===== src/next_permutation_generator_assert.svh =====
// Assertion macros used by the permutation generator datapath.
`ifndef NEXT_PERMUTATION_GENERATOR_ASSERT_SVH
`define NEXT_PERMUTATION_GENERATOR_ASSERT_SVH

// Same-cycle implication, sampled on clock, off during reset.
`define NPG_ASSERT_IMP(label, ante, cons, msg) \
   label: assert property (@(posedge clock) disable iff (reset) (ante) |-> (cons)) \
      else $error(msg);

// Next-cycle implication, sampled on clock, off during reset.
`define NPG_ASSERT_NXT(label, ante, cons, msg) \
   label: assert property (@(posedge clock) disable iff (reset) (ante) |=> (cons)) \
      else $error(msg);

`endif


===== src/npg_pkg.sv =====
// Types and constants of the next permutation generator.
package npg_pkg;

   localparam int NPG_MAX_ELEMS   = 16;
   localparam int ELEM_W          = 4;
   localparam int COUNT_W         = 5;
   localparam logic [COUNT_W-1:0] COUNT_RESET = 5'd4;

   localparam int CSR_ADDR_W      = 3;
   localparam int CSR_DATA_W      = 32;
   localparam logic CSR_ELEM_COUNT = 1'b0;

   typedef enum logic [3:0] {
      ST_IDLE,
      ST_SCAN_RD,
      ST_SCAN,
      ST_EMIT_RD,
      ST_EMIT,
      ST_SWAP,
      ST_REV_RD,
      ST_REV_LO,
      ST_REV_HI
   } state_type;

   typedef enum logic [3:0] {
      DP_NOP,
      DP_ACCEPT,
      DP_SCAN_FIRST,
      DP_SCAN,
      DP_EMIT_FIRST,
      DP_EMIT,
      DP_SWAP,
      DP_REV_FIRST,
      DP_REV_LO,
      DP_REV_HI
   } dp_op_type;

   typedef struct packed {
      dp_op_type op;
   } dp_cmd_type;

   typedef struct packed {
      logic scan_stop;
      logic slot_free;
      logic emit_last;
      logic wrapped;
      logic rev_single;
      logic rev_more;
   } dp_status_type;

endpackage


===== src/npg_ram.sv =====
// Generic RAM: one write port, two read ports with registered read data.
module npg_ram #(
   parameter int WIDTH = 4,
   parameter int DEPTH = 16
) (
   input  logic                     clock,
   input  logic                     wr_en,
   input  logic [$clog2(DEPTH)-1:0] wr_addr,
   input  logic [WIDTH-1:0]         wr_data,
   input  logic                     rd_en,
   input  logic [$clog2(DEPTH)-1:0] rd_addr_a,
   input  logic [$clog2(DEPTH)-1:0] rd_addr_b,
   output logic [WIDTH-1:0]         rd_data_a,
   output logic [WIDTH-1:0]         rd_data_b
);

   logic [WIDTH-1:0] mem [DEPTH];

   always_ff @(posedge clock) begin
      if (wr_en) begin
         mem[wr_addr] <= wr_data;
      end
      if (rd_en) begin
         rd_data_a <= mem[rd_addr_a];
         rd_data_b <= mem[rd_addr_b];
      end
   end

endmodule


===== src/npg_ctrl.sv =====
// Sequencer: scan, emit, swap and reverse steps of one item.
module npg_ctrl (
   input  logic                   clock,
   input  logic                   reset,
   input  logic                   req_valid,
   output logic                   req_ready,
   input  npg_pkg::dp_status_type status,
   output npg_pkg::dp_cmd_type    cmd
);

   import npg_pkg::*;

   state_type state_ff, state_in;

   always_ff @(posedge clock) begin
      if (reset) begin
         state_ff <= ST_IDLE;
      end else begin
         state_ff <= state_in;
      end
   end

   always_comb begin
      state_in = state_ff;
      unique case (state_ff)
         ST_IDLE: begin
            if (req_valid) state_in = ST_SCAN_RD;
         end
         ST_SCAN_RD: state_in = ST_SCAN;
         ST_SCAN: begin
            if (status.scan_stop) state_in = ST_EMIT_RD;
         end
         ST_EMIT_RD: state_in = ST_EMIT;
         ST_EMIT: begin
            if (status.slot_free && status.emit_last) begin
               state_in = status.wrapped ? ST_REV_RD : ST_SWAP;
            end
         end
         ST_SWAP: state_in = ST_REV_RD;
         ST_REV_RD: state_in = ST_REV_LO;
         ST_REV_LO: state_in = status.rev_single ? ST_IDLE : ST_REV_HI;
         ST_REV_HI: state_in = status.rev_more ? ST_REV_LO : ST_IDLE;
         default: state_in = ST_IDLE;
      endcase
   end

   always_comb begin
      cmd.op    = DP_NOP;
      req_ready = 1'b0;
      unique case (state_ff)
         ST_IDLE: begin
            req_ready = 1'b1;
            if (req_valid) cmd.op = DP_ACCEPT;
         end
         ST_SCAN_RD: cmd.op = DP_SCAN_FIRST;
         ST_SCAN:    cmd.op = DP_SCAN;
         ST_EMIT_RD: cmd.op = DP_EMIT_FIRST;
         ST_EMIT:    cmd.op = DP_EMIT;
         ST_SWAP:    cmd.op = DP_SWAP;
         ST_REV_RD:  cmd.op = DP_REV_FIRST;
         ST_REV_LO:  cmd.op = DP_REV_LO;
         ST_REV_HI:  cmd.op = DP_REV_HI;
         default:    cmd.op = DP_NOP;
      endcase
   end

endmodule


===== src/npg_dp.sv =====
// Datapath: permutation store, scan and emit registers, result word register.
`include "next_permutation_generator_assert.svh"

module npg_dp #(
   parameter int MAX_ELEMS = npg_pkg::NPG_MAX_ELEMS
) (
   input  logic                             clock,
   input  logic                             reset,
   input  npg_pkg::dp_cmd_type              cmd,
   output npg_pkg::dp_status_type           status,
   input  logic                             req_restart,
   input  logic [$clog2(MAX_ELEMS+1)-1:0]   count_n,
   input  logic                             rsp_ready,
   output logic                             rsp_valid,
   output logic [npg_pkg::ELEM_W-1:0]       rsp_element_value,
   output logic                             rsp_element_last,
   output logic                             rsp_sequence_wrapped
);

   import npg_pkg::*;

   localparam int AW    = $clog2(MAX_ELEMS);
   localparam int CNT_W = $clog2(MAX_ELEMS+1);

   logic [MAX_ELEMS-1:0] valid_ff, valid_in;

   logic          wr_en, rd_en;
   logic [AW-1:0] wr_addr, wr_data;
   logic [AW-1:0] rd_addr_a, rd_addr_b;
   logic [AW-1:0] ram_q_a, ram_q_b;

   logic          rd_valid_a_ff, rd_valid_a_in, rd_valid_b_ff, rd_valid_b_in;
   logic [AW-1:0] rd_addr_a_ff, rd_addr_a_in, rd_addr_b_ff, rd_addr_b_in;
   logic [AW-1:0] q_a, q_b;

   logic [CNT_W-1:0] k_ff, k_in, i_ff, i_in;
   logic [AW-1:0]    prev_ff, prev_in, pivot_ff, pivot_in;
   logic [AW-1:0]    j_ff, j_in, aj_ff, aj_in;
   logic [AW-1:0]    lo_ff, lo_in, hi_ff, hi_in;
   logic             wrapped_ff, wrapped_in, j_found_ff, j_found_in;

   logic              rsp_valid_ff, rsp_valid_in;
   logic [ELEM_W-1:0] rsp_value_ff, rsp_value_in;
   logic              rsp_last_ff, rsp_last_in, rsp_wrap_ff, rsp_wrap_in;

   logic [CNT_W-1:0] k_inc, last_idx, i_dec;
   logic [AW-1:0]    hi_init, lo_inc, hi_dec, hi_minus_lo, sub_lo, sub_hi;
   logic             at_last, descent, slot_free;

   npg_ram #(
      .WIDTH (AW),
      .DEPTH (MAX_ELEMS)
   ) u_store (
      .clock     (clock),
      .wr_en     (wr_en),
      .wr_addr   (wr_addr),
      .wr_data   (wr_data),
      .rd_en     (rd_en),
      .rd_addr_a (rd_addr_a),
      .rd_addr_b (rd_addr_b),
      .rd_data_a (ram_q_a),
      .rd_data_b (ram_q_b)
   );

   // Entries never written since restart read as identity.
   assign q_a = rd_valid_a_ff ? ram_q_a : rd_addr_a_ff;
   assign q_b = rd_valid_b_ff ? ram_q_b : rd_addr_b_ff;

   assign k_inc       = k_ff + 1'b1;
   assign last_idx    = count_n - 1'b1;
   assign i_dec       = i_ff - 1'b1;
   assign at_last     = (k_ff == last_idx);
   assign descent     = (k_ff != '0) && !(q_a > prev_ff);
   assign slot_free   = !rsp_valid_ff || rsp_ready;
   assign hi_init     = wrapped_ff ? last_idx[AW-1:0] : i_dec[AW-1:0];
   assign lo_inc      = lo_ff + 1'b1;
   assign hi_dec      = hi_ff - 1'b1;
   assign hi_minus_lo = hi_ff - lo_ff;

   // Reversal reads the old store; the swap partner slot reads as the pivot.
   assign sub_lo = (!wrapped_ff && hi_ff == j_ff) ? pivot_ff : q_b;
   assign sub_hi = (!wrapped_ff && lo_ff == j_ff) ? pivot_ff : q_a;

   always_comb begin
      valid_in      = valid_ff;
      wr_en         = 1'b0;
      wr_addr       = '0;
      wr_data       = '0;
      rd_en         = 1'b0;
      rd_addr_a     = '0;
      rd_addr_b     = '0;
      k_in          = k_ff;
      i_in          = i_ff;
      prev_in       = prev_ff;
      pivot_in      = pivot_ff;
      j_in          = j_ff;
      aj_in         = aj_ff;
      lo_in         = lo_ff;
      hi_in         = hi_ff;
      wrapped_in    = wrapped_ff;
      j_found_in    = j_found_ff;
      rsp_valid_in  = rsp_valid_ff && !rsp_ready;
      rsp_value_in  = rsp_value_ff;
      rsp_last_in   = rsp_last_ff;
      rsp_wrap_in   = rsp_wrap_ff;

      unique case (cmd.op)
         DP_NOP: ;
         DP_ACCEPT: begin
            if (req_restart) valid_in = '0;
         end
         DP_SCAN_FIRST: begin
            k_in  = '0;
            rd_en = 1'b1;
         end
         DP_SCAN: begin
            prev_in = q_a;
            if (descent) begin
               i_in       = k_ff;
               pivot_in   = q_a;
               wrapped_in = 1'b0;
            end else if (at_last) begin
               i_in       = count_n;
               wrapped_in = 1'b1;
            end else begin
               k_in      = k_inc;
               rd_en     = 1'b1;
               rd_addr_a = k_inc[AW-1:0];
            end
         end
         DP_EMIT_FIRST: begin
            k_in       = '0;
            j_found_in = 1'b0;
            rd_en      = 1'b1;
         end
         DP_EMIT: begin
            // hold the read data until the result register frees up
            if (slot_free) begin
               rsp_valid_in = 1'b1;
               rsp_value_in = ELEM_W'(q_a);
               rsp_last_in  = at_last;
               rsp_wrap_in  = wrapped_ff;
               if (!j_found_ff && !wrapped_ff && (k_ff < i_ff) && !(q_a < pivot_ff)) begin
                  j_found_in = 1'b1;
                  j_in       = k_ff[AW-1:0];
                  aj_in      = q_a;
               end
               if (!at_last) begin
                  k_in      = k_inc;
                  rd_en     = 1'b1;
                  rd_addr_a = k_inc[AW-1:0];
               end
            end
         end
         DP_SWAP: begin
            wr_en   = 1'b1;
            wr_addr = i_ff[AW-1:0];
            wr_data = aj_ff;
         end
         DP_REV_FIRST: begin
            lo_in     = '0;
            hi_in     = hi_init;
            rd_en     = 1'b1;
            rd_addr_b = hi_init;
         end
         DP_REV_LO: begin
            wr_en   = 1'b1;
            wr_addr = lo_ff;
            wr_data = sub_lo;
         end
         DP_REV_HI: begin
            wr_en     = 1'b1;
            wr_addr   = hi_ff;
            wr_data   = sub_hi;
            lo_in     = lo_inc;
            hi_in     = hi_dec;
            rd_en     = 1'b1;
            rd_addr_a = lo_inc;
            rd_addr_b = hi_dec;
         end
         default: ;
      endcase

      if (wr_en) valid_in[wr_addr] = 1'b1;
   end

   assign rd_valid_a_in = rd_en ? valid_ff[rd_addr_a] : rd_valid_a_ff;
   assign rd_valid_b_in = rd_en ? valid_ff[rd_addr_b] : rd_valid_b_ff;
   assign rd_addr_a_in  = rd_en ? rd_addr_a : rd_addr_a_ff;
   assign rd_addr_b_in  = rd_en ? rd_addr_b : rd_addr_b_ff;

   always_ff @(posedge clock) begin
      if (reset) begin
         valid_ff     <= '0;
         rsp_valid_ff <= 1'b0;
      end else begin
         valid_ff     <= valid_in;
         rsp_valid_ff <= rsp_valid_in;
      end
   end

   always_ff @(posedge clock) begin
      rd_valid_a_ff <= rd_valid_a_in;
      rd_valid_b_ff <= rd_valid_b_in;
      rd_addr_a_ff  <= rd_addr_a_in;
      rd_addr_b_ff  <= rd_addr_b_in;
      k_ff          <= k_in;
      i_ff          <= i_in;
      prev_ff       <= prev_in;
      pivot_ff      <= pivot_in;
      j_ff          <= j_in;
      aj_ff         <= aj_in;
      lo_ff         <= lo_in;
      hi_ff         <= hi_in;
      wrapped_ff    <= wrapped_in;
      j_found_ff    <= j_found_in;
      rsp_value_ff  <= rsp_value_in;
      rsp_last_ff   <= rsp_last_in;
      rsp_wrap_ff   <= rsp_wrap_in;
   end

   assign status.scan_stop  = descent || at_last;
   assign status.slot_free  = slot_free;
   assign status.emit_last  = at_last;
   assign status.wrapped    = wrapped_ff;
   assign status.rev_single = (lo_ff == hi_ff);
   assign status.rev_more   = (hi_minus_lo > AW'(1));

   assign rsp_valid            = rsp_valid_ff;
   assign rsp_element_value    = rsp_value_ff;
   assign rsp_element_last     = rsp_last_ff;
   assign rsp_sequence_wrapped = rsp_wrap_ff;

   `NPG_ASSERT_IMP(a_swap_has_partner, cmd.op == DP_SWAP, j_found_ff && !wrapped_ff, "swap without a partner element")
   `NPG_ASSERT_IMP(a_rev_pair_ordered, cmd.op == DP_REV_HI, hi_ff > lo_ff, "reversal pair crossed")
   `NPG_ASSERT_NXT(a_descent_in_prefix, cmd.op == DP_SCAN && descent, (i_ff != '0) && (i_ff < count_n), "descent index out of prefix")

endmodule


===== src/next_permutation_generator.sv =====
// Top level of the next permutation generator: config register, sequencer and datapath.
//
// Each accepted word steps a stored permutation of n = elem_count values (clamped to
// 2..MAX_ELEMS) in mirrored Narayana order: the current permutation goes out as n result
// words in position order, the last one flagged, then the store advances (first descent,
// swap with the first larger prefix element, prefix reversal; full reversal when there is
// no descent, flagged on every word as sequence_wrapped). restart=1 reloads identity order
// first. An item passes through an accept step, a scan, emission, a swap (skipped on a
// wrap), and a reversal that reads first and then writes the elements one at a time. The
// steps run in series on the single store, a RAM with one write and two read ports.
// One item is in work at a time; the next is accepted while the last result word still
// waits in the output register.
// elem_count sits at byte address 0 of the register port and resets to 4.
module next_permutation_generator #(
   parameter int MAX_ELEMS = npg_pkg::NPG_MAX_ELEMS
) (
   input  logic                             clock,
   input  logic                             reset,
   input  logic                             req_valid,
   output logic                             req_ready,
   input  logic                             req_restart,
   output logic                             rsp_valid,
   input  logic                             rsp_ready,
   output logic [npg_pkg::ELEM_W-1:0]       rsp_element_value,
   output logic                             rsp_element_last,
   output logic                             rsp_sequence_wrapped,
   input  logic                             csr_psel,
   input  logic                             csr_penable,
   input  logic                             csr_pwrite,
   input  logic [npg_pkg::CSR_ADDR_W-1:0]   csr_paddr,
   input  logic [npg_pkg::CSR_DATA_W-1:0]   csr_pwdata,
   output logic [npg_pkg::CSR_DATA_W-1:0]   csr_prdata,
   output logic                             csr_pready
);

   import npg_pkg::*;

   localparam int CNT_W = $clog2(MAX_ELEMS+1);

   logic [COUNT_W-1:0] elem_count_ff, elem_count_in;
   logic [CNT_W-1:0]   count_n;
   logic               csr_hit;
   dp_cmd_type         cmd;
   dp_status_type      status;

   assign csr_pready = 1'b1;
   assign csr_hit    = (csr_paddr[CSR_ADDR_W-1:2] == CSR_ELEM_COUNT);

   always_comb begin
      elem_count_in = elem_count_ff;
      if (csr_psel && csr_penable && csr_pwrite && csr_pready && csr_hit) begin
         elem_count_in = csr_pwdata[COUNT_W-1:0];
      end
   end

   always_ff @(posedge clock) begin
      if (reset) begin
         elem_count_ff <= COUNT_RESET;
      end else begin
         elem_count_ff <= elem_count_in;
      end
   end

   assign csr_prdata = csr_hit ? CSR_DATA_W'(elem_count_ff) : '0;

   // clamp the count into 2..MAX_ELEMS
   always_comb begin
      if (elem_count_ff < COUNT_W'(2)) begin
         count_n = CNT_W'(2);
      end else if (32'(elem_count_ff) > MAX_ELEMS) begin
         count_n = CNT_W'(MAX_ELEMS);
      end else begin
         count_n = CNT_W'(elem_count_ff);
      end
   end

   npg_ctrl u_ctrl (
      .clock     (clock),
      .reset     (reset),
      .req_valid (req_valid),
      .req_ready (req_ready),
      .status    (status),
      .cmd       (cmd)
   );

   npg_dp #(
      .MAX_ELEMS (MAX_ELEMS)
   ) u_dp (
      .clock                (clock),
      .reset                (reset),
      .cmd                  (cmd),
      .status               (status),
      .req_restart          (req_restart),
      .count_n              (count_n),
      .rsp_ready            (rsp_ready),
      .rsp_valid            (rsp_valid),
      .rsp_element_value    (rsp_element_value),
      .rsp_element_last     (rsp_element_last),
      .rsp_sequence_wrapped (rsp_sequence_wrapped)
   );

endmodule

===== config.mk =====
export PLATFORM = sky130hd
export DESIGN_NAME = next_permutation_generator
export DESIGN_NICKNAME = d
export VERILOG_FILES = /design/src/npg_pkg.sv /design/src/npg_ram.sv /design/src/npg_ctrl.sv /design/src/npg_dp.sv /design/src/next_permutation_generator.sv
export VERILOG_INCLUDE_DIRS = /design/src /design/src/src
export SDC_FILE = /design/constraint.sdc
export NUM_CORES = 1
export LEC_CHECK = 0
export ABC_CLOCK_PERIOD_IN_PS = 8900
export BUFFER_PORTS_ARGS = -buffer_cell sky130_fd_sc_hd__buf_2
export CAP_MARGIN = 20
export CORE_MARGIN = 3
export CORE_UTILIZATION = 60
export CTS_CLUSTER_DIAMETER = 50
export DETAILED_ROUTE_END_ITERATION = 7
export PLACE_DENSITY = 0.84
export SYNTH_ARGS = -nofsm -noshare
export SYNTH_HDL_FRONTEND = slang
export SYNTH_SLANG_ARGS = --single-unit

===== constraint.sdc =====
create_clock -name clock -period 8.9 [get_ports clock]
set_input_delay 0.89 -clock clock [delete_from_list [all_inputs] [get_ports clock]]
set_output_delay 0.89 -clock clock [all_outputs]
set_load 0.005 [all_outputs]

==> results.sh <==
export IMPL_status="complete, no violations"
export IMPL_rows=41
export IMPL_drtIter0Drc=907
export IMPL_period_needed_ns=4.49
export IMPL_netlist_area_sq_um=8090
export IMPL_relSlewSlack_pct=40.5
export IMPL_worstSetupPathDepth=13
export IMPL_gp_congestion=0.898
export IMPL_drive_above_1_share_pct=14.3
export IMPL_fin_crit_sh_pct=50.5
export IMPL_placedCellCount=868
export IMPL_startpoint="elem_count_ff[3]$_SDFFE_PP0P_"
export IMPL_ir_drop_v=0.000178
export IMPL_dr_total_vias=5942
export IMPL_vias_per_cell=6.59
export IMPL_path_buf_inv=1
export IMPL_worstMarginPinSlew_ns=0.887
export IMPL_clkLatencyLatePin_ns=0.43
export IMPL_final_cell_count_no_fill=901
export IMPL_nNetsFinal=781
export IMPL_drv_slew=0
export IMPL_track_usage_pct=26.8
export IMPL_h_tree_depth=4
export IMPL_synthArstFlopShare_pct=0
export IMPL_antenna_found_initial=0
export IMPL_io_buffers=26
export IMPL_syn_to_final_growth_pct=9.09
export IMPL_worstPathCellList="or3_1 > nand2_1 > ha_1 > or3b_2 > o311ai_0 > o31ai_1 > or2_1 > ha_1 > a21oi_2 > buf_4 > mux4_2 > a22oi_1 > nand2_1"
export IMPL_timing_fmax_ghz=0.223
export IMPL_core_area_sq_um=12900
export IMPL_start_kind="flop"
export IMPL_start_util_pct=62.8
export IMPL_ys_seq_area_share_pct=52.5
export IMPL_cpMaxStageDelayCell="mux4_2"
export IMPL_critPathCapture="u_dp.u_store.rd_data_a[0]$_DFFE_PP_"
export IMPL_numCtsBuffers=17
export IMPL_firstDrtPassIters=6
export IMPL_cts_resized=0
export IMPL_drt_total_wl_um=19300
export IMPL_synth_top_cell_by_area="edfxtp_1"
export IMPL_cts_sinks=150
export IMPL_synth_seq_cells=150
export IMPL_cp_required_ns=9.06
export IMPL_ys_types=60
export IMPL_netlist_top_cells_count="124 x edfxtp_1, 72 x nor2_1, 68 x nand2_1, 37 x mux2i_1, 32 x a21oi_1"
export IMPL_dieArea_sq_um=14900
export IMPL_synth_area_top_cells="edfxtp_1 46%, dfxtp_1 6.4%, mux4_2 5.3%, mux2i_1 4.6%, nor2_1 3.3%"
export IMPL_dpl_hpwl_um=13000
export IMPL_clock_path_buffers=2
export IMPL_yosys_warnings=0
export IMPL_hold_violations=0
export IMPL_tritoncts="yes"
export IMPL_ff2ff_path_depth=13
export IMPL_postCtsHoldBufs=0
export IMPL_rrSetupSlack_ns=4.41
export IMPL_clk_pin_slew_ns=0.06
export IMPL_grt_pass1_wl_um=29900
export IMPL_syn_instance_count=698
export IMPL_tns_ns=0
export IMPL_skew_ns=0.00853
export IMPL_endpoint_kind="flop"
export IMPL_hp_class="reg2reg"
export IMPL_setup_viol=0
export IMPL_cp_top_family="simple AND/OR/NAND/NOR gates"
export IMPL_drc=0
export IMPL_power_density_nw_per_um2=273
export IMPL_maxCapViolations=0
export IMPL_top_level_ports=84
export IMPL_p_leak_nw=3.34
export IMPL_n_antenna_cell=0
export IMPL_synth_edff_count=124
export IMPL_r2r_end="u_dp.u_store.rd_data_a[0]$_DFFE_PP_"
export IMPL_overflow=0
export IMPL_grt_max_degree=38
export IMPL_crit_arrival_ns=4.65
export IMPL_r2r_start="elem_count_ff[3]$_SDFFE_PP0P_"
export IMPL_rsz0062_at_grt="false"
export IMPL_die_h_um=122
export IMPL_post_cts_setup_buffers=0
export IMPL_crit_type="reg2reg"
export IMPL_avgSynthCellArea_sq_um=11.6
export IMPL_synth_most_common_cell="edfxtp_1"
export IMPL_synth_top_area_share_pct=46.0
export IMPL_cts_root_buf="clkbuf_16"
export IMPL_slowest_delay_ns=0.56
export IMPL_ant_nets=0
export IMPL_chipWidth_um=122
export IMPL_crit_fanout=21
export IMPL_ys_dominant_reg_cell="edfxtp_1"
export IMPL_grt_pass1_vias=5604
export IMPL_routedWlPerCell_um=21.4
## cells in the final DEF, fill, tap and decap left out, types with 17 or more instances in the layout
cell / n
edfxtp_1: 124
nor2_1: 72
nand2_1: 68
mux2i_1: 37
a21oi_1: 30
inv_1: 29
conb_1: 28
a22oi_1: 26
dfxtp_1: 26
buf_2: 26
o21ai_0: 22
ha_1: 21
mux4_2: 19
a211oi_1: 17
clkbuf_16: 17
## worst register-to-register path: cells and delay by family, from the launching register on
kind,cells,cell delay [ns]
adders and majority gates,2,0.61
buffers and inverters,1,0.38
AOI/OAI and AO/OA,4,0.86
muxes,1,0.57
DFF,1,0.49
and+or+nand+nor,5,1.33
## how the worst min path moves through the flow
stage / from / end / slack (ns) / cells past startpoint
detailed placement: u_dp.valid_ff[8]$_SDFF_PP0_ / u_dp.valid_ff[8]$_SDFF_PP0_ / 0.47 / 2
global placement: u_dp.valid_ff[8]$_SDFF_PP0_ / u_dp.valid_ff[8]$_SDFF_PP0_ / 0.46 / 2
finish: u_dp.valid_ff[2]$_SDFF_PP0_ / u_dp.valid_ff[2]$_SDFF_PP0_ / 0.48 / 2
CTS: u_dp.valid_ff[2]$_SDFF_PP0_ / u_dp.valid_ff[2]$_SDFF_PP0_ / 0.48 / 2
global route: u_dp.valid_ff[2]$_SDFF_PP0_ / u_dp.valid_ff[2]$_SDFF_PP0_ / 0.51 / 2
floorplan: u_dp.valid_ff[8]$_SDFF_PP0_ / u_dp.valid_ff[8]$_SDFF_PP0_ / 0.44 / 2
## sequential cells by signal, indices dropped and copies added, names as in the netlist, 5 cells and up
| signal | flops |
|---|---|
| u_dp.k_ff | 5 |
| u_dp.valid_ff | 16 |
| u_dp.u_store.mem | 64 |
| u_dp.i_ff | 5 |
| elem_count_ff | 5 |
## cell type report
cell class / instances / area [sq um]
Tap cell: 172 / 215
Clock inverter: 15 / 145
Inverter: 30 / 113
Fill cell: 849 / 4050
Timing Repair Buffer: 36 / 205
Clock buffer: 17 / 425
Sequential cell: 150 / 4240
Multi-Input combinational cell: 481 / 3480
## power breakdown
part,internal (mW),switching [mW]
clock,0.391,0.301
sequential,0.930,0.0983
combinational,0.267,0.419
## through the flow
step                setup WS [ns]  cell area [sq um]  utilization [%]  hold slack (ns)  total power, mW
floorplan                    5.14               8190                -            0.444             1.53
global placement             4.68               8250             64.1            0.456             1.67
detailed placement           4.55               8250             64.1            0.469             1.70
CTS                          4.47               8820             68.5            0.484             2.40
global route                 4.14               8830             68.5            0.507             2.51
finish                       4.41               8830             68.5            0.481             2.41
## cell families after synthesis
| logic type | synth area share [%] |
|---|---|
| DFF | 52.5 |
| muxes | 12.5 |
| adders and majority gates | 3.50 |
| and+or+nand+nor | 11.2 |
| other | 0.0928 |
| xor gates and xnor gates | 2.60 |
| AOI/OAI and AO/OA | 11.6 |
| buffers and inverters | 6.02 |
## per-layer routing
layer	wire length [um]	global-route usage (%)
met2	9260	43.0
met3	2100	6.27
met1	7340	36.0
met5	0	0
met4	625	10.0
(Power assumes the default switching activity.)
